`src/sv/vss_pkg.sv`:
```
// Shared types and constants for the vector spring smoother.
package vss_pkg;

    localparam int unsigned DIV_REM_W = 50;
    localparam int unsigned DIV_NUM_W = 49;
    localparam int unsigned STEP_W = 6;

    localparam logic [STEP_W-1:0] DIV_STEPS_VEL = 6'd49;
    localparam logic [STEP_W-1:0] DIV_STEPS_LIM = 6'd31;
    localparam logic [STEP_W-1:0] SQRT_STEPS = 6'd32;

    localparam logic [1:0] CFG_SPRING_RATE = 2'd0;
    localparam logic [1:0] CFG_SPEED_LIMIT = 2'd1;

    localparam logic [15:0] SPRING_RATE_RESET = 16'd256;

    typedef enum logic [4:0] {
        ST_IDLE,
        ST_WW,
        ST_K,
        ST_N2,
        ST_S,
        ST_SREG,
        ST_PULL,
        ST_NUM,
        ST_DIV,
        ST_SQ,
        ST_ACC,
        ST_CHK,
        ST_CMP,
        ST_SQRT,
        ST_LMUL,
        ST_LDIV0,
        ST_LDIV,
        ST_POS,
        ST_PADD,
        ST_OUT
    } vss_state_t;

    typedef struct packed {
        logic              start;
        logic [STEP_W-1:0] steps;
    } div_ctl_t;

endpackage

```
`src/sv/vss_sqrt.sv`:
```
// Iterative integer square root, rounded up, two radicand bits per cycle.
module vss_sqrt (
    input  logic        aclk,
    input  logic        aresetn,
    input  logic        start,
    input  logic [63:0] radicand,
    output logic        done,
    output logic [32:0] root_ceil
);

    logic                       busy_reg;
    logic [vss_pkg::STEP_W-1:0] cnt_reg;
    logic [63:0]                x_reg;
    logic [33:0]                rem_reg;
    logic [31:0]                root_reg;
    logic [35:0]                trial;
    logic [35:0]                sub;
    logic                       fits;

    assign trial = {rem_reg, x_reg[63:62]};
    assign sub = {2'b00, root_reg, 2'b01};
    assign fits = trial >= sub;
    assign done = busy_reg && (cnt_reg == '0);
    assign root_ceil = {1'b0, root_reg} + {32'b0, (rem_reg != '0)};

    always_ff @(posedge aclk) begin
        if (!aresetn) begin
            busy_reg <= 1'b0;
            cnt_reg <= '0;
        end else if (start) begin
            busy_reg <= 1'b1;
            cnt_reg <= vss_pkg::SQRT_STEPS;
        end else if (done) begin
            busy_reg <= 1'b0;
        end else if (busy_reg) begin
            cnt_reg <= cnt_reg - 1'b1;
        end
    end

    always_ff @(posedge aclk) begin
        if (start) begin
            x_reg <= radicand;
            rem_reg <= '0;
            root_reg <= '0;
        end else if (busy_reg && cnt_reg != '0) begin
            x_reg <= {x_reg[61:0], 2'b00};
            rem_reg <= fits ? 34'(trial - sub) : trial[33:0];
            root_reg <= {root_reg[30:0], fits};
        end
    end

endmodule

```
`config.mk`:
```
export PLATFORM = sky130hd
export DESIGN_NAME = vss_sqrt
export DESIGN_NICKNAME = d
export VERILOG_FILES = /design/src/sv/vss_pkg.sv /design/src/sv/vss_sqrt.sv
export SDC_FILE = /design/constraint.sdc
export NUM_CORES = 1
export LEC_CHECK = 0
export BUFFER_PORTS_ARGS = -buffer_cell sky130_fd_sc_hd__buf_2
export CORE_MARGIN = 1.5
export CORE_UTILIZATION = 59
export CTS_CLUSTER_SIZE = 28
export DETAILED_ROUTE_END_ITERATION = 8
export PLACE_DENSITY = 0.79
export RECOVER_POWER = 50
export SLEW_MARGIN = 40
export SYNTH_ARGS = -nofsm -noshare
export SYNTH_HDL_FRONTEND = slang
export SYNTH_SLANG_ARGS = --single-unit
export TNS_END_PERCENT = 5
```
`constraint.sdc`:
```
create_clock -name aclk -period 3.44 [get_ports aclk]
set_input_delay 0.688 -clock aclk [delete_from_list [all_inputs] [get_ports aclk]]
set_output_delay 0.688 -clock aclk [all_outputs]
set_load 0.02 [all_outputs]
```
# ---- After elaboration in Yosys (flattened, before gate mapping)
# Index checks and enable logic that the tools add are counted.
dict set report word_totals {
  register_bits 137
  input_bits 67
  out_inout_bits 34
  elab_cells 32
}
dict set report classes {
  n_addsub 3
  magnitude_cmp 1
  n_eq_ne 1
  muxes 8
  bitwise 2
  n_reduce_logical 11
}
# cell count
set ops {}
lappend ops {{two-way mux 64 bit} 2}
lappend ops {{greater-or-equal comparator 36 x 34 -> 1 bit} 1}
lappend ops {{two-way mux 34 bit} 1}
lappend ops {{nonzero test 34 bit} 1}
lappend ops {{subtractor 34 bit} 1}
lappend ops {{adder 32 x 1 -> 33 bit} 1}
lappend ops {{two-way mux 6 bit} 3}
lappend ops {{zero test 6 bit} 1}
lappend ops {{nonzero test 2 bit} 3}
lappend ops {{nonzero test 6 bit} 1}
lappend ops {{subtractor 6 x 1 -> 6 bit (second input constant)} 1}
lappend ops {{AND reduction 2 bit} 2}
lappend ops {{logical AND 1 bit} 2}
lappend ops {{two-way mux 1 bit} 2}
lappend ops {{!= test 2 bit (second input constant)} 1}
lappend ops {{NOT 1 bit} 2}
lappend ops {{OR reduction 2 bit} 1}

# ---- Depth between registers and ports, before layout
dict set report logic_depth {
  ltp_word 4
  mapped_depth 14
}

# ---- Worst setup path before layout
# Ideal clock, no wire load.
dict set report synth_path {
  path_type {reg2out}
  from {reg rem_reg[32]}
  to {out root_ceil[20]}
  arrival_ns 2.443
  setup_slack_ns 0.309
  path_stages_with_launch 11
  cell_sequence {dfxtp_1 -> or4_1 -> nor4_1 -> nand4_1 -> ha_1 -> ha_1 -> nand3_1 -> and2b_1 -> nand2_1 -> nor2_1 -> xnor2_1}
}
dict set report synth_between {
  elab_chain_len 2
}
# item line_no
set synth_lines {}
lappend synth_lines {{from (decl)} vss_sqrt.sv:14} ;# logic [33:0] rem_reg;
lappend synth_lines {{from (signal assigned)} vss_sqrt.sv:47} ;# rem_reg <= fits ? 34'(trial - sub) : trial[33:0];
lappend synth_lines {{nonzero test 34 bit} vss_sqrt.sv:24} ;# assign root_ceil = {1'b0, root_reg} + {32'b0, (rem_reg != '0)};
lappend synth_lines {{adder 32 x 1 -> 33 bit} vss_sqrt.sv:24}
lappend synth_lines {{to (decl)} vss_sqrt.sv:8} ;# output logic [32:0] root_ceil
# Every way passes these cells.

# ---- Worst setup path after layout
dict set report layout_path {
  from {reg rem_reg[19]}
  to {out root_ceil[28]}
}
# The elaborated chain is that of the path after synthesis.

==> impl_metrics.tcl <==
set metrics [dict create \
    start_util_pct 61.0 \
    tightest_slew_ns 2.22 \
    cts.clk_slew.worst_paths_ns 0.06 \
    detailed_place.area_mm2 0.00905 \
    drc 0 \
    grt_setup_unrepaired "true" \
    clock_sinks 137 \
    async_flop_share_pct 0 \
    clock_path_buffers 2 \
    largest_register_ffs 64 \
    syn_avg_cell_area_um2 9.43 \
    syn-num-nets 968 \
    violations "max-capacitance violations, max-slew violations, negative setup slack" \
    power.internal_mw 6.09 \
    finish.net_count 1094 \
    firstDrtPassIters 5 \
    row_count 42 \
    clkLatencyLatePin_ns 0.42 \
    p_sw_share_pct 45.7 \
    wirelength_um 20300 \
    pwr-share-clk_pct 14.8 \
    clock_skew_ns 0.0111 \
    synth_ff_type "dfxtp_1" \
    synth-edff-count 64 \
    hp-class "reg -> reg" \
    portBuffers 100 \
    drtIter0Drc 635 \
    vias 6963 \
    fin_crit_sh_pct 110 \
    grt_pass1_wl_um 32500 \
    synthToLayoutAreaGrowth_pct 19.5 \
    dieHeight_um 120 \
    place.gp.congestion 0.956 \
    path_class "reg -> out" \
    routedWlPerCell_um 17.2 \
    synth-seq-cells 137 \
    fmax_ghz 0.265 \
    ant_nets 0 \
    synthCells 863 \
    diodes 0 \
    status "finished, violations left" \
    drive_gt1_share_pct 26.2 \
    layout_min_cycle_time_ns 3.77 \
    grt_overflow 0 \
    htreeDepth 4 \
    place_hpwl_um 14100 \
    cp-start-kind "flip-flop" \
    cts_root_buffer "clkbuf_16" \
    cp.arrival_ns 3.08 \
    cts_buffers 17 \
    maxCapViolCount 1 \
    cts_tree "yes" \
    crit_fanout 5 \
    fin_ws_ns -0.331 \
    end_kind "primary output" \
    stdcell_area_mm2 0.00973 \
    finalSetupViolCount 23 \
    pwr-share-comb_pct 66.5 \
    p_sw_mw 5.12 \
    yosysSeqAreaShare_pct 41.6 \
    hold_violations 0 \
    fp.coreArea_mm2 0.0133 \
    synth_cell_type_count 66 \
    die_area_mm2 0.0145 \
    power_density_mw_per_mm2 1150 \
    p_leak_nw 3.95 \
    netlist_area_mm2 0.00814 \
    grt_usage_pct 28.5 \
    slew-limit-headroom_pct -48.0 \
    via_per_inst 5.91 \
    final_common_cell "nand2_1" \
    grt_start_max_net_pins 65 \
    layout_common_cells "122 x nand2_1, 82 x buf_2, 74 x a21oi_1, 72 x dfxtp_1, 64 x edfxtp_1" \
    power_mw 11.2 \
    ir_worst_vdd_v 0.000880 \
    cp.required_ns 2.75 \
    grt_antenna_before_repair 0 \
    grt_pass1_vias 6605 \
    num_io_pins 101 \
    final_max_slew_viol_count 42 \
    p_seq_share_pct 18.7 \
    fillers 1023 \
    synth_warnings 0 \
    ctsHoldBuffers 0 \
    die_w_um 120 \
]
synth_stat cells (3+ instances only):
cell type | instances | area share [%]
o211ai_1 | 4 | 0.37
a21o_1 | 18 | 1.7
mux2i_1 | 13 | 1.6
nand4_1 | 13 | 1.0
or3_1 | 3 | 0.23
inv_1 | 43 | 2.0
a221oi_1 | 3 | 0.32
a21oi_1 | 74 | 4.5
nor2b_1 | 3 | 0.23
nor4_1 | 14 | 1.1
ha_1 | 38 | 5.8
nand2_1 | 123 | 5.7
mux2_2 | 62 | 8.6
dfxtp_1 | 73 | 18
o21ai_1 | 3 | 0.18
o31ai_1 | 7 | 0.65
a211oi_1 | 5 | 0.46
buf_2 | 5 | 0.31
a31oi_1 | 12 | 0.92
nor2_1 | 32 | 1.5
nand2b_1 | 4 | 0.31
o21ai_0 | 43 | 2.6
a21boi_0 | 5 | 0.46
a32oi_1 | 7 | 0.75
nor3_1 | 19 | 1.2
clkbuf_1 | 27 | 1.2
and2_1 | 4 | 0.31
xor2_1 | 12 | 1.3
and3_1 | 7 | 0.54
o21a_1 | 4 | 0.37
xnor2_1 | 50 | 5.4
nand3_1 | 20 | 1.2
edfxtp_1 | 64 | 24
buf_6 | 6 | 0.83
power by group through the flow:
stage	logic (mW)	clock network (mW)	registers, mW
2_1_floorplan	5.51	0	2.11
3_3_place_gp	7.11	0	2.10
3_5_place_dp	7.14	0	2.11
4_1_cts	7.25	1.66	2.08
5_1_grt	8.02	1.74	2.12
6_report	7.45	1.66	2.10
worst paths after layout:
kind	startpoint	endpoint	slack, ns	cells past startpoint
worst max-delay path	rem_reg[19]$_SDFFE_PP0P_	root_ceil[28]	-0.33	14
worst min-delay path	root_reg[15]$_SDFFE_PP0P_	root_reg[16]$_SDFFE_PP0P_	0.46	2
worst max register to register	root_reg[3]$_SDFFE_PP0P_	rem_reg[24]$_SDFFE_PP0P_	0.30	10
worst min register to register	root_reg[15]$_SDFFE_PP0P_	root_reg[16]$_SDFFE_PP0P_	0.46	2
kinds of logic (layout without fill, tap and decap cells):
family / count (synthesis) / after routing / share of synthesized area [%]
adder cells (fa/ha/maj): 38 / 38 / 5.84
AO/OA/AOI/OAI: 210 / 210 / 16.1
multiplexers: 75 / 75 / 10.2
buffers and inverters: 82 / 221 / 4.46
flip-flops: 137 / 137 / 41.6
AND/OR/NAND/NOR: 259 / 259 / 15.2
XOR/XNOR: 62 / 62 / 6.67
metrics by stage:
step | instances | setup slack, ns | hold slack (ns) | setup TNS [ns] | utilization, %
2_1_floorplan | 863 | 0.309 | 0.443 | 0 | -
3_3_place_gp | 1145 | -0.121 | 0.455 | -0.557 | 67.8
3_5_place_dp | 1145 | -0.266 | 0.461 | -2.25 | 67.8
4_1_cts | 1177 | -0.341 | 0.470 | -4.29 | 72.2
5_1_grt | 1178 | -0.470 | 0.482 | -8.71 | 72.9
6_report | 1178 | -0.331 | 0.464 | -4.52 | 72.9
critical path, cell delays in order, from the launching register on:
cell and delay [ns]:
dfxtp_1 0.32, nor4_2 0.32, nand4_1 0.19, nor4_4 0.27, buf_4 0.16, nand4_1 0.10
ha_2 0.23, ha_4 0.16, nand3_2 0.08, and2b_2 0.25, nand2_4 0.14, nor3_4 0.07
nand3_1 0.11, xnor2_1 0.11, buf_4 0.16
metal layers:
layer / share of wire, % / wire [um] / global-route usage, %
met1: 45 / 9160 / 38.0
met3: 5.8 / 1190 / 6.37
met5: 0 / 0 / 0
met2: 47 / 9580 / 46.1
met4: 1.7 / 348 / 9.12
what timing repair did:
action | in CTS | in global routing
resized for setup | 15 | 26
endpoints found under the hold margin | 0 | 0
endpoints found under the setup margin | 30 | 28
setup buffers | 1 | 1
pin swaps | 7 | 11
final cells by class:
type / count / area (um2) / area share, %
Clock buffer: 18 / 429 / 4.41
Inverter: 43 / 161 / 1.66
Tap cell: 176 / 220 / 2.26
Timing Repair Buffer: 146 / 913 / 9.39
Clock inverter: 14 / 98.8 / 1.02
Sequential cell: 137 / 3380 / 34.8
Multi-Input combinational cell: 644 / 4520 / 46.5
Power figures use the tool's default switching activity.
