===== config.mk =====
export PLATFORM = sky130hd
export DESIGN_NAME = vss_div
export DESIGN_NICKNAME = d
export VERILOG_FILES = /design/src/sv/vss_pkg.sv /design/src/sv/vss_div.sv
export SDC_FILE = /design/constraint.sdc
export NUM_CORES = 1
export LEC_CHECK = 0
export BUFFER_PORTS_ARGS = -buffer_cell sky130_fd_sc_hd__buf_2
export CORE_MARGIN = 5
export CORE_UTILIZATION = 40
export DETAILED_ROUTE_END_ITERATION = 6
export PLACE_DENSITY = 0.65
export SETUP_SLACK_MARGIN = 0.02
export SYNTH_ARGS = -nofsm -noshare
export SYNTH_HDL_FRONTEND = slang
export SYNTH_SLANG_ARGS = --single-unit

===== constraint.sdc =====
create_clock -name aclk -period 4.6 [get_ports aclk]
set_input_delay 0.92 -clock aclk [delete_from_list [all_inputs] [get_ports aclk]]
set_output_delay 0.92 -clock aclk [all_outputs]
set_load 0.01 [all_outputs]

===== src/sv/vss_pkg.sv =====
// Shared types and constants for the vector spring smoother.
package vss_pkg;

    localparam int unsigned DIV_REM_W = 50;
    localparam int unsigned DIV_NUM_W = 49;
    localparam int unsigned STEP_W = 6;

    localparam logic [STEP_W-1:0] DIV_STEPS_VEL = 6'd49;
    localparam logic [STEP_W-1:0] DIV_STEPS_LIM = 6'd31;
    localparam logic [STEP_W-1:0] SQRT_STEPS = 6'd32;

    localparam logic [1:0] CFG_SPRING_RATE = 2'd0;
    localparam logic [1:0] CFG_SPEED_LIMIT = 2'd1;

    localparam logic [15:0] SPRING_RATE_RESET = 16'd256;

    typedef enum logic [4:0] {
        ST_IDLE,
        ST_WW,
        ST_K,
        ST_N2,
        ST_S,
        ST_SREG,
        ST_PULL,
        ST_NUM,
        ST_DIV,
        ST_SQ,
        ST_ACC,
        ST_CHK,
        ST_CMP,
        ST_SQRT,
        ST_LMUL,
        ST_LDIV0,
        ST_LDIV,
        ST_POS,
        ST_PADD,
        ST_OUT
    } vss_state_t;

    typedef struct packed {
        logic              start;
        logic [STEP_W-1:0] steps;
    } div_ctl_t;

endpackage


===== src/sv/vss_div.sv =====
// Iterative restoring divider, one quotient bit per cycle.
module vss_div (
    input  logic                              aclk,
    input  logic                              aresetn,
    input  vss_pkg::div_ctl_t                 ctl,
    input  logic [vss_pkg::DIV_REM_W-1:0]     rem_init,
    input  logic [vss_pkg::DIV_NUM_W-1:0]     numer,
    input  logic [vss_pkg::DIV_REM_W-1:0]     divisor,
    output logic                              done,
    output logic [vss_pkg::DIV_NUM_W-1:0]     quot
);

    logic                             busy_reg;
    logic [vss_pkg::STEP_W-1:0]       cnt_reg;
    logic [vss_pkg::DIV_REM_W-1:0]    rem_reg;
    logic [vss_pkg::DIV_REM_W-1:0]    dvs_reg;
    logic [vss_pkg::DIV_NUM_W-1:0]    num_reg;
    logic [vss_pkg::DIV_NUM_W-1:0]    quot_reg;
    logic [vss_pkg::DIV_REM_W:0]      trial;
    logic [vss_pkg::DIV_REM_W:0]      diff;
    logic                             fits;

    assign trial = {rem_reg, num_reg[vss_pkg::DIV_NUM_W-1]};
    assign diff = trial - {1'b0, dvs_reg};
    assign fits = trial >= {1'b0, dvs_reg};
    assign done = busy_reg && (cnt_reg == '0);
    assign quot = quot_reg;

    always_ff @(posedge aclk) begin
        if (!aresetn) begin
            busy_reg <= 1'b0;
            cnt_reg <= '0;
        end else if (ctl.start) begin
            busy_reg <= 1'b1;
            cnt_reg <= ctl.steps;
        end else if (done) begin
            busy_reg <= 1'b0;
        end else if (busy_reg) begin
            cnt_reg <= cnt_reg - 1'b1;
        end
    end

    always_ff @(posedge aclk) begin
        if (ctl.start) begin
            rem_reg <= rem_init;
            num_reg <= numer;
            dvs_reg <= divisor;
            quot_reg <= '0;
        end else if (busy_reg && cnt_reg != '0) begin
            rem_reg <= fits ? diff[vss_pkg::DIV_REM_W-1:0] : trial[vss_pkg::DIV_REM_W-1:0];
            num_reg <= {num_reg[vss_pkg::DIV_NUM_W-2:0], 1'b0};
            quot_reg <= {quot_reg[vss_pkg::DIV_NUM_W-2:0], fits};
        end
    end

endmodule


After elaboration in Yosys (flattened, before gate mapping)
Index checks and enable logic that the tools add are counted.

storage, ports and cells
  logic and storage cells = 28
  bits in registers = 205
  bits of input ports = 158
  output and inout port bits = 50

cells by class
  multiplexer cells = 10
  order comparisons = 1
  equality and inequality tests = 1
  add/sub/neg operators = 2
  reduce and logical (&&, ||, !) cells = 8

operators by type and width
  kind                                                                 number
  50-bit two-way mux                                                   3
  49-bit two-way mux                                                   2
  51-bit by 50-bit greater-or-equal comparator with 1-bit output       1
  50-bit subtractor                                                    1
  6-bit two-way mux                                                    3
  6-bit logical NOT                                                    1
  2-bit nonzero test                                                   3
  6-bit nonzero test                                                   1
  6-bit by 1-bit subtractor with 6-bit output (second input constant)  1
  1-bit logical AND                                                    2
  1-bit two-way mux                                                    2
  2-bit != test (second input constant)                                1
  2-bit AND reduction                                                  1

Depth between registers and ports, before layout
Gate-level depths: netlist of the first run.

  word-level depth = 4
  depth in mapped cells = 15
  depth with buffers taken out = 12

Worst setup path before layout of the first run
Ideal clock, no wire load.

  path kind = input to register
  start point = input ctl[6] in the netlist's numbering
  end point = register num_reg[0] in the netlist's numbering (enable)
  required time = 3.679 ns
  setup time = 0.921 ns
  buffers on the path = 1
  setup slack = 0.725 ns
  arrival time = 2.954 ns
  stages = 3
  path through = inv_1 -> clkbuf_1 -> nand2_1

on the way
  cells in the longest elaborated chain, start to end = 1

ends and longest elaborated chain
  item                                 line           text
  start, declared                      vss_div.sv:5   input vss_pkg::div_ctl_t ctl,
  2-bit nonzero test (no source line)  n/a
  end signal, assigned                 vss_div.sv:46  num_reg <= numer;
  end signal, assigned                 vss_div.sv:51  num_reg <= {num_reg[vss_pkg::DIV_NUM_W-2:0], 1'b0};
  end, declared                        vss_div.sv:17  logic [vss_pkg::DIV_NUM_W-1:0] num_reg;

Every way passes these cells.
A chain may end at the register's enable or synchronous reset.

Final worst setup path of the first run
  start point = register rem_reg[5] in the netlist's numbering
  end point = register rem_reg[43] in the netlist's numbering (data pin)

on the way
  cells in the longest elaborated chain, start to end = 4
  elaborated cells between the ends (all ways) = 5
  those cells by class = add/sub: 1; order compare: 1; mux: 3

ends and longest elaborated chain
  item                                                                                                        line                          text
  start, declared                                                                                             vss_div.sv:15                 logic [vss_pkg::DIV_REM_W-1:0] rem_reg;
  start signal, assigned                                                                                      vss_div.sv:45                 rem_reg <= rem_init;
  start signal, assigned                                                                                      vss_div.sv:50                 rem_reg <= fits ? diff[vss_pkg::DIV_REM_W-1:0] : trial[vss_pkg::DIV_REM_W-1:0];
  50-bit subtractor / 51-bit by 50-bit greater-or-equal comparator with 1-bit output (equally long branches)  vss_div.sv:24, vss_div.sv:25
  50-bit two-way mux *                                                                                        vss_div.sv:50
  50-bit two-way mux *                                                                                        vss_div.sv:49                 end else if (busy_reg && cnt_reg != '0) begin
  50-bit two-way mux *                                                                                        vss_div.sv:44                 if (ctl.start) begin

Every way passes the cells marked *; elsewhere a longest branch is shown, timed or not. The select of a mux whose other input is x is not followed.

==> results.sh, run 1 <==
export IMPL_worst_hold_slack_ns=0.461
export IMPL_routed_wl_um=29300
export IMPL_slew_headroom_pct=54.0
export IMPL_hold_path_end="quot[48]"
export IMPL_drv_cap=0
export IMPL_die_w_um=178
export IMPL_switchingPower_uw=2670
export IMPL_min_path_type="register to register"
export IMPL_drtPass1Iterations=5
export IMPL_postCtsSetupRepairBufs=0
export IMPL_cts_tree="built"
export IMPL_final_cells=1729
export IMPL_crit_type="register to register"
export IMPL_p_clk_share_pct=26.7
export IMPL_cts_sinks=205
export IMPL_postLayoutCellArea_mm2=0.0134
export IMPL_p_comb_share_pct=39.3
export IMPL_min_from="quot[48]"
export IMPL_synthArstFlopShare_pct=0
export IMPL_gp_congestion=0.889
export IMPL_pre_cts_slack_ns=0.851
export IMPL_numPlacedInstances=1682
export IMPL_cp_startpoint="rem_reg[5]"
export IMPL_coreArea_mm2=0.0279
export IMPL_setup_violations=0
export IMPL_synth_enable_flop_cells=149
export IMPL_cts_hold_buf=0
export IMPL_syn_area_mm2=0.0113
export IMPL_layout_common_cells="buf_2 (206), nand2_1 (201), edfxtp_1 (149)"
export IMPL_vdd_ir_drop_max_mv=0.432
export IMPL_period_needed_ns=3.76
export IMPL_worstSetupStartpointType="register"
export IMPL_fill_cells=2637
export IMPL_synthCells=1153
export IMPL_clockBufferDepth=3
export IMPL_r2r_end="rem_reg[43]"
export IMPL_grt_setup_unrepaired="false"
export IMPL_setup_tns_ns=0
export IMPL_first_iter_violations=646
export IMPL_swShare_pct=36.6
export IMPL_cp_max_fo=58
export IMPL_synthTopCellsByArea="edfxtp_1 (40%), dfxtp_1 (9.9%), nand2_1 (6.7%), ha_1 (5.6%), mux2_2 (5.0%)"
export IMPL_grt_total_usage_pct=17.9
export IMPL_critPathMostFrequentCell="a21oi_1"
export IMPL_placed_area_mm2=0.0126
export IMPL_period_share_pct=81.7
export IMPL_cpLargestDelayFamily="simple AND/OR/NAND/NOR gates"
export IMPL_grt_pass1_vias=8969
export IMPL_clk_latency_ns=0.52
export IMPL_syn_nets=1363
export IMPL_syn_area_per_cell_um2=9.82
export IMPL_synth_top_area_share_pct=39.5
export IMPL_yosysTopAreaCell="edfxtp_1"
export IMPL_post_drt_via_cell_ratio=5.29
export IMPL_p_leak_uw=0.00560
export IMPL_critPathMaxStageDelay_ns=0.64
export IMPL_max_freq_mhz=266
export IMPL_drt_wirelength_per_cell_um=17.0
export IMPL_htreeDepth=1
export IMPL_worstPathRequired_ns=4.86
export IMPL_grt_max_degree=101
export IMPL_status="finished clean"
export IMPL_grt_remaining_overflow=0
export IMPL_seq_power_share_pct=34.0
export IMPL_tightest_slew_ns=0.689
export IMPL_p_int_uw=4620
export IMPL_maxSlewViolCount=0
export IMPL_route_detailed_drc=0
export IMPL_syn2layout_area_growth_pct=18.7
export IMPL_antenna_found_initial=9
export IMPL_reg2reg_setup_slack_ns=0.84
export IMPL_dp_hpwl_um=20800
export IMPL_synth_seq_area_share_pct=49.4
export IMPL_path_clk_slew_ns=0.07
export IMPL_reg2regPathDepth=10
export IMPL_ant_nets=0
export IMPL_numCtsBuffers=24
export IMPL_hold_path_cell_count=2
export IMPL_setup_ws_ns=0.841
export IMPL_path_cells="ha_1 -> a21oi_1 -> o21ai_1 -> and3_1 -> o21bai_1 -> a21oi_1 -> or4_1 -> nand2_4 -> nor2_1 -> a221o_1"
export IMPL_synth_seq_cells=205
export IMPL_finClkSkew_ns=0.0140
export IMPL_grt_pass1_wl_um=46500
export IMPL_fin_nets=1540
export IMPL_ys_flop_type="edfxtp_1"
export IMPL_vias=9150
export IMPL_port_buffers=207
export IMPL_crit_path_end_kind="register"
export IMPL_num_rows=61
export IMPL_die_h_um=178
export IMPL_power_density_mw_per_mm2=542
export IMPL_start_util_pct=40.7
export IMPL_worst_path_buf_inv=0
export IMPL_layout_cells_most_common="buf_2"
export IMPL_num_io_pins=208
export IMPL_drive_gt1_share_pct=23.9
export IMPL_ys_warn_count=0
export IMPL_post_synth_num_cell_types=71
export IMPL_arrival_ns=4.02
export IMPL_ctsResizeCount=0
export IMPL_slowest_stage="or4_1"
export IMPL_cts_root_buf="clkbuf_16"
export IMPL_die_area_mm2=0.0318
export IMPL_hold_violations=0
export IMPL_reg2reg_from="rem_reg[5]"
## cell usage after synthesis, types with 5 or more instances
| cell | number |
|---|---|
| nand2_1 | 202 |
| edfxtp_1 | 149 |
| a21oi_1 | 112 |
| nor2_1 | 69 |
| inv_1 | 65 |
| dfxtp_1 | 56 |
| ha_1 | 51 |
| mux2_2 | 50 |
| a31oi_1 | 39 |
| clkbuf_1 | 33 |
| o21ai_0 | 32 |
| xnor2_1 | 25 |
| a21o_1 | 21 |
| nand3_1 | 21 |
| buf_2 | 19 |
| xor2_1 | 16 |
| and3_1 | 15 |
| and2_1 | 12 |
| nand4_1 | 12 |
| nor3_1 | 11 |
| a211oi_1 | 9 |
| nand2b_1 | 9 |
| o21bai_1 | 9 |
| a2bb2oi_1 | 8 |
| o211ai_1 | 7 |
| or3_1 | 6 |
| nor2b_1 | 5 |
| o21a_1 | 5 |
| o31ai_1 | 5 |
| or4_1 | 5 |
## area by class of cell
type,count,area [um2],share of cell area [%]
inverters,65,244,1.81
diodes,4,10.0,0.0745
multi-input cells,819,5180,38.6
clock buffers,34,694,5.17
flip-flops and latches,205,5600,41.6
clock inverters,9,115,0.856
well taps,378,473,3.52
repair buffers,215,1130,8.39
## per-stage QoR
stage | utilization, % | total power (uW)
final | 48.3 | 7290
after global routing | 48.3 | 7780
after CTS | 48.2 | 7340
after detailed placement | 45.3 | 5350
after global placement | 45.3 | 5310
after floorplan | - | 4770
## worst max-delay path by stage
stage	depth (start not counted)	to
after floorplan	3	num_reg[0]
after detailed placement	10	rem_reg[43]
after CTS	10	rem_reg[43]
after global routing	10	rem_reg[43]
final	10	rem_reg[43]
after global placement	10	rem_reg[43]
## routing by layer
layer | up-vias | wire length, um | track usage (%)
li1 | 4504 | - | -
met3 | 45 | 2200 | 4.66
met4 | 10 | 480 | 4.54
met1 | 4305 | 13100 | 24.7
met2 | 286 | 13500 | 28.3
met5 | - | 88 | 0
## power by group through the flow
stage	logic, uW	clock network (uW)	registers (uW)
final	2860	1940	2480
after global routing	3200	2070	2510
after CTS	2860	2000	2480
after detailed placement	2830	0	2510
after global placement	2810	0	2510
after floorplan	2290	0	2480
## worst min-delay path, stage by stage (launching register included)
cell and delay (ns):
dfxtp_1 0.31, nand2_1 0.05, a21oi_1 0.05
## cells by family after synthesis
kind of cell	after synthesis	share of synthesized area [%]
AND/OR/NAND/NOR	392	15.9
flip-flops	205	49.4
buffers and inverters	129	4.89
multiplexers	51	5.06
XOR/XNOR	41	3.17
AO/OA/AOI/OAI	283	15.7
adder cells (fa/ha/maj)	52	5.81
No activity file was read; power rests on OpenSTA's default activity.
==> inputs of run 2 (changes only) <==
ABC_AREA = 1   (was not set)
PLACE_DENSITY = 0.64   (was 0.65)
clock period = 3.5 ns   (was 4.6 ns; I/O delays follow)
==> run 2 against run 1 <==
Design area grew 13%; first-iteration DRC count down 2.6%; core utilization decreased by 0.39 points; register-to-register slack got worse by 0.41 ns; sequential power rose by 23%; critical path type unchanged.
==> results.sh, run 2 <==
export IMPL_route_detailed_drc=0
export IMPL_synthAdderAreaFrac_pct=5.08
export IMPL_synthArstFlopShare_pct=0
export IMPL_fill_cells=3276
export IMPL_synth_top_family_by_area="simple AND/OR/NAND/NOR gates"
export IMPL_ys_warn_count=0
export IMPL_hold_violations=0
export IMPL_drt_wirelength_per_cell_um=15.6
export IMPL_slew_headroom_pct=47.6
export IMPL_cts_hold_buf=0
export IMPL_synthTopCellsByArea="edfxtp_1 (35%), nand2_1 (21%), inv_1 (11%), dfxtp_1 (8.7%), ha_1 (4.9%)"
export IMPL_setup_violations=0
export IMPL_hold_path_cell_count=1
export IMPL_synthCells=1822
export IMPL_num_io_pins=208
export IMPL_synth_xor_area_share_pct=1.83
export IMPL_worstPathRequired_ns=3.80
export IMPL_die_w_um=190
export IMPL_synth_seq_area_share_pct=43.2
export IMPL_fin_nets=2230
export IMPL_synth_most_common_cell="nand2_1"
export IMPL_syn_area_mm2=0.0129
export IMPL_layout_common_cells="nand2_1 (731), inv_1 (362), buf_2 (206)"
export IMPL_setup_tns_ns=0
export IMPL_multi_input_comb_area_mm2=0.00572
export IMPL_power_density_mw_per_mm2=568
export IMPL_ant_nets=0
export IMPL_p_leak_uw=0.00798
export IMPL_crit_path_end_kind="register"
export IMPL_syn2layout_area_growth_pct=17.3
export IMPL_clk_latency_ns=0.55
export IMPL_min_path_type="input port to register"
export IMPL_vdd_ir_drop_max_mv=0.373
export IMPL_reg2reg_from="rem_reg[47]"
export IMPL_ys_flop_type="edfxtp_1"
export IMPL_postCtsSetupRepairBufs=0
export IMPL_cp_startpoint="rem_reg[47]"
export IMPL_grt_setup_unrepaired="false"
export IMPL_start_util_pct=40.8
export IMPL_yosysTopAreaCell="edfxtp_1"
export IMPL_grt_remaining_overflow=0
export IMPL_worst_hold_slack_ns=0.325
export IMPL_die_area_mm2=0.0361
export IMPL_synth_top_area_share_pct=34.6
export IMPL_synth_seq_cells=205
export IMPL_routed_wl_um=38100
export IMPL_antenna_found_initial=11
export IMPL_num_rows=65
export IMPL_vias=11600
export IMPL_cts_sinks=205
export IMPL_drtPass1Iterations=5
export IMPL_syn_area_per_cell_um2=7.11
export IMPL_status="finished clean"
export IMPL_cts_tree="built"
export IMPL_coreArea_mm2=0.0317
export IMPL_first_iter_violations=629
export IMPL_port_buffers=207
export IMPL_period_share_pct=87.7
export IMPL_grt_total_usage_pct=20.8
export IMPL_ctsResizeCount=0
export IMPL_post_drt_via_cell_ratio=4.77
export IMPL_max_freq_mhz=326
export IMPL_grt_max_degree=56
export IMPL_maxSlewViolCount=0
export IMPL_grt_pass1_wl_um=60700
export IMPL_cts_root_buf="clkbuf_16"
export IMPL_crit_type="register to register"
export IMPL_setup_ws_ns=0.430
export IMPL_pre_cts_slack_ns=0.456
export IMPL_cp_max_fo=24
export IMPL_yosys_area_share_simple_pct=32.3
export IMPL_post_synth_num_cell_types=40
export IMPL_path_clk_slew_ns=0.06
export IMPL_worstSetupStartpointType="register"
export IMPL_min_from="divisor[24]"
export IMPL_synthTopCellsByCount="nand2_1 (731), inv_1 (364), edfxtp_1 (149), nor2_1 (115), nand3_1 (107)"
export IMPL_syn_nets=2032
export IMPL_drv_cap=0
export IMPL_synth_compound_area_share_pct=4.89
export IMPL_tightest_slew_ns=0.784
export IMPL_drive_gt1_share_pct=13.6
export IMPL_clockBufferDepth=3
export IMPL_reg2regPathDepth=14
export IMPL_finClkSkew_ns=0.0137
export IMPL_gp_congestion=0.939
export IMPL_htreeDepth=1
export IMPL_final_seq_area_mm2=0.00560
export IMPL_synth_enable_flop_cells=149
export IMPL_arrival_ns=3.37
export IMPL_dp_hpwl_um=29900
export IMPL_layout_cells_most_common="nand2_1"
export IMPL_period_needed_ns=3.07
export IMPL_die_h_um=190
export IMPL_grt_pass1_vias=11600
export IMPL_numCtsBuffers=24
export IMPL_synth_mux_area_share_pct=0
## run 2: changes by cell type in the layout (fill, tap and decap cells not counted), sizes merged, moves of 46 or more
cell / previous run / this run
nand2: 203 / 733
a21oi: 117 / 29
inv: 65 / 367
o22ai: 2 / 48
nand3: 22 / 110
mux2: 50 / 0
nor2: 70 / 123
## run 2: report_power, final
| group | switching, uW | internal (uW) | leakage, uW |
|---|---|---|---|
| Sequential | 109 | 2940 | 0.00194 |
| Combinational | 1980 | 1030 | 0.00563 |
| Clock | 1030 | 1540 | 0.000410 |
## run 2: path summary, 6_finish.rpt
| kind | to | slack (ns) |
|---|---|---|
| max | rem_reg[38] | 0.43 |
| min | dvs_reg[24] | 0.32 |
| max reg2reg | rem_reg[38] | 0.43 |
| min reg2reg | quot[48] | 0.47 |
## run 2: worst max-delay path, cell delays in order (launching register included)
cell      delay [ns]
edfxtp_1        0.39
ha_1            0.46
nand2_1         0.11
nand2_1         0.06
inv_1           0.09
o21ai_0         0.14
a21oi_1         0.20
nand3_2         0.12
nor2_4          0.47
buf_4           0.43
nand3_1         0.12
nand2_1         0.08
inv_1           0.04
nand2_1         0.05
nand2_1         0.05
## run 2: per-layer routing
metal	share of wire (%)	up-vias	GRT usage, %
met2	43	308	33.3
met3	7.6	67	5.83
met1	47	5209	28.5
met4	2.2	18	4.28
li1	-	6046	-
met5	0.23	-	0
## run 2: cells by family (layout without fill, tap and decap cells)
family          count (synthesis)  after routing
compound gates                108            108
buf+inv                       414            630
fa+ha+maj                      52             52
flops                         205            205
other cells                     0              4
xor+xnor                       27             27
simple gates                 1016           1016
## run 2: through the flow
| step | instances | total power (uW) | utilization, % | instance area, um2 |
|---|---|---|---|---|
| 2_1_floorplan | 1822 | 5280 | - | 12900 |
| 3_3_place_gp | 2396 | 6070 | 45.2 | 14300 |
| 3_5_place_dp | 2396 | 6090 | 45.2 | 14300 |
| 4_1_cts | 2440 | 8710 | 47.8 | 15200 |
| 5_1_grt | 2442 | 9260 | 47.9 | 15200 |
| 6_report | 2444 | 8630 | 47.9 | 15200 |
## run 2: cell type report
class                           instances  share of cell area, %
Antenna cell                            4                 0.0659
Multi-Input combinational cell       1203                   37.6
Timing Repair Buffer                  219                   7.54
Tap cell                              402                   3.31
Inverter                              367                   9.09
Sequential cell                       205                   36.9
Clock buffer                           34                   4.81
Clock inverter                         10                  0.684
==> inputs of run 3 (changes only) <==
RECOVER_POWER = 50   (was not set)
==> run 3 against run 2 <==
The run now ends with capacitance limit, slew limit left; core utilization is 0.25 points lower; power hardly changed; largest power group unchanged; cell count stayed put.
==> results.sh, run 3 (synthesis gave the netlist of run 2 again) <==
export IMPL_status="finished with violations"
export IMPL_failed_checks="capacitance limit, slew limit"
export IMPL_power_density_mw_per_mm2=571
export IMPL_layout_common_cells="nand2_1 (731), inv_1 (363), buf_2 (156)"
export IMPL_grt_setup_unrepaired="false"
export IMPL_reg2reg_setup_slack_ns=0.42
export IMPL_numPlacedInstances=2396
export IMPL_cts_sinks=205
export IMPL_final_cells=2444
export IMPL_num_rows=65
export IMPL_fill_cells=3306
export IMPL_post_drt_via_cell_ratio=4.79
export IMPL_start_util_pct=40.8
export IMPL_finClkSkew_ns=0.0137
export IMPL_wl_met3_um=2940
export IMPL_clockBufferDepth=3
export IMPL_grt_pass1_wl_um=60700
export IMPL_drv_cap=2
export IMPL_route_detailed_drc=0
export IMPL_antenna_found_initial=11
export IMPL_vias=11700
export IMPL_wl_met2_um=16500
export IMPL_min_path_type="input port to register"
export IMPL_period_share_pct=88.1
export IMPL_met1_length_um=17600
export IMPL_die_h_um=190
export IMPL_htreeDepth=1
export IMPL_fin_nets=2230
export IMPL_die_area_mm2=0.0361
export IMPL_routed_wl_um=38000
export IMPL_ctsResizeCount=0
export IMPL_period_needed_ns=3.08
export IMPL_path_clk_slew_ns=0.06
export IMPL_grt_pass1_vias=11600
export IMPL_maxSlewViolCount=106
export IMPL_num_io_pins=208
export IMPL_first_iter_violations=620
export IMPL_grt_total_usage_pct=20.8
export IMPL_arrival_ns=3.37
export IMPL_cp_max_fo=24
export IMPL_drive_gt1_share_pct=11.0
export IMPL_tightest_slew_ns=2.41
export IMPL_cts_tree="built"
export IMPL_ant_nets=0
export IMPL_numCtsBuffers=24
export IMPL_setup_violations=0
export IMPL_max_freq_mhz=324
export IMPL_layout_cells_most_common="nand2_1"
export IMPL_cts_hold_buf=0
export IMPL_setup_tns_ns=0
export IMPL_gp_congestion=0.939
export IMPL_dp_hpwl_um=29900
export IMPL_coreArea_mm2=0.0317
export IMPL_vdd_ir_drop_max_mv=0.372
export IMPL_total_power_uw=8620
export IMPL_postCtsSetupRepairBufs=0
export IMPL_crit_path_end_kind="register"
export IMPL_p_leak_uw=0.00776
export IMPL_drtPass1Iterations=5
export IMPL_worstPathRequired_ns=3.79
export IMPL_hold_violations=0
export IMPL_dr_max_layer_used="met5"
export IMPL_crit_type="register to register"
export IMPL_grt_max_degree=56
export IMPL_grt_remaining_overflow=0
export IMPL_port_buffers=207
export IMPL_syn2layout_area_growth_pct=16.7
export IMPL_cts_root_buf="clkbuf_16"
export IMPL_drt_wirelength_per_cell_um=15.6
export IMPL_worst_hold_slack_ns=0.325
export IMPL_die_w_um=190
export IMPL_slew_headroom_pct=-60.8
export IMPL_clk_latency_ns=0.55
export IMPL_worstSetupStartpointType="register"
## run 3: cell count changes in the layout (fill, tap and decap cells not counted), sizes merged
cell	delta
buf	-53
clkbuf	+53
## run 3: worst paths after layout
kind                                   from          end  cells after the start
worst max-delay path            rem_reg[47]  rem_reg[38]                     14
worst min-delay path            divisor[24]  dvs_reg[24]                      1
worst max register to register  rem_reg[47]  rem_reg[38]                     14
worst min register to register     quot[48]     quot[48]                      2
## run 3: power breakdown
part	switching, uW	leakage [uW]	internal (uW)
combinational	1980	0.00540	1030
clock	1030	0.000410	1540
sequential	109	0.00194	2940
total	3120	0.00776	5500
## run 3: stage by stage
stage                     instance area, um2  utilization [%]  worst slack [ns]
after global routing                   15100             47.6             0.182
after detailed placement               14300             45.2             0.456
after CTS                              15200             47.8             0.439
after floorplan                        12900                -             0.546
after global placement                 14300             45.2             0.467
final                                  15100             47.6             0.418
## run 3: layout make-up
cell class              count  area (um2)  area share [%]
repair buffers            219        1070            7.10
clock inverters            10         104           0.688
flip-flops and latches    205        5600            37.0
multi-input cells        1203        5710            37.8
diodes                      4        10.0          0.0663
clock buffers              34         731            4.84
well taps                 402         503            3.33
inverters                 367        1380            9.14
## run 3: worst max-delay path: stages, from the launching register on
cell and delay (ns):
edfxtp_1 0.39, ha_1 0.47, nand2_1 0.11, nand2_1 0.06
inv_1 0.09, o21ai_0 0.13, a21oi_1 0.20, nand3_2 0.12
nor2_4 0.47, buf_4 0.42, nand3_1 0.12, nand2_1 0.08
inv_1 0.05, nand2_1 0.05, nand2_1 0.05
## run 3: layer usage
| layer | global-route usage, % | vias up |
|---|---|---|
| li1 | - | 6045 |
| met1 | 28.5 | 5241 |
| met2 | 33.3 | 338 |
| met3 | 5.83 | 65 |
| met4 | 4.28 | 18 |
| met5 | 0 | - |
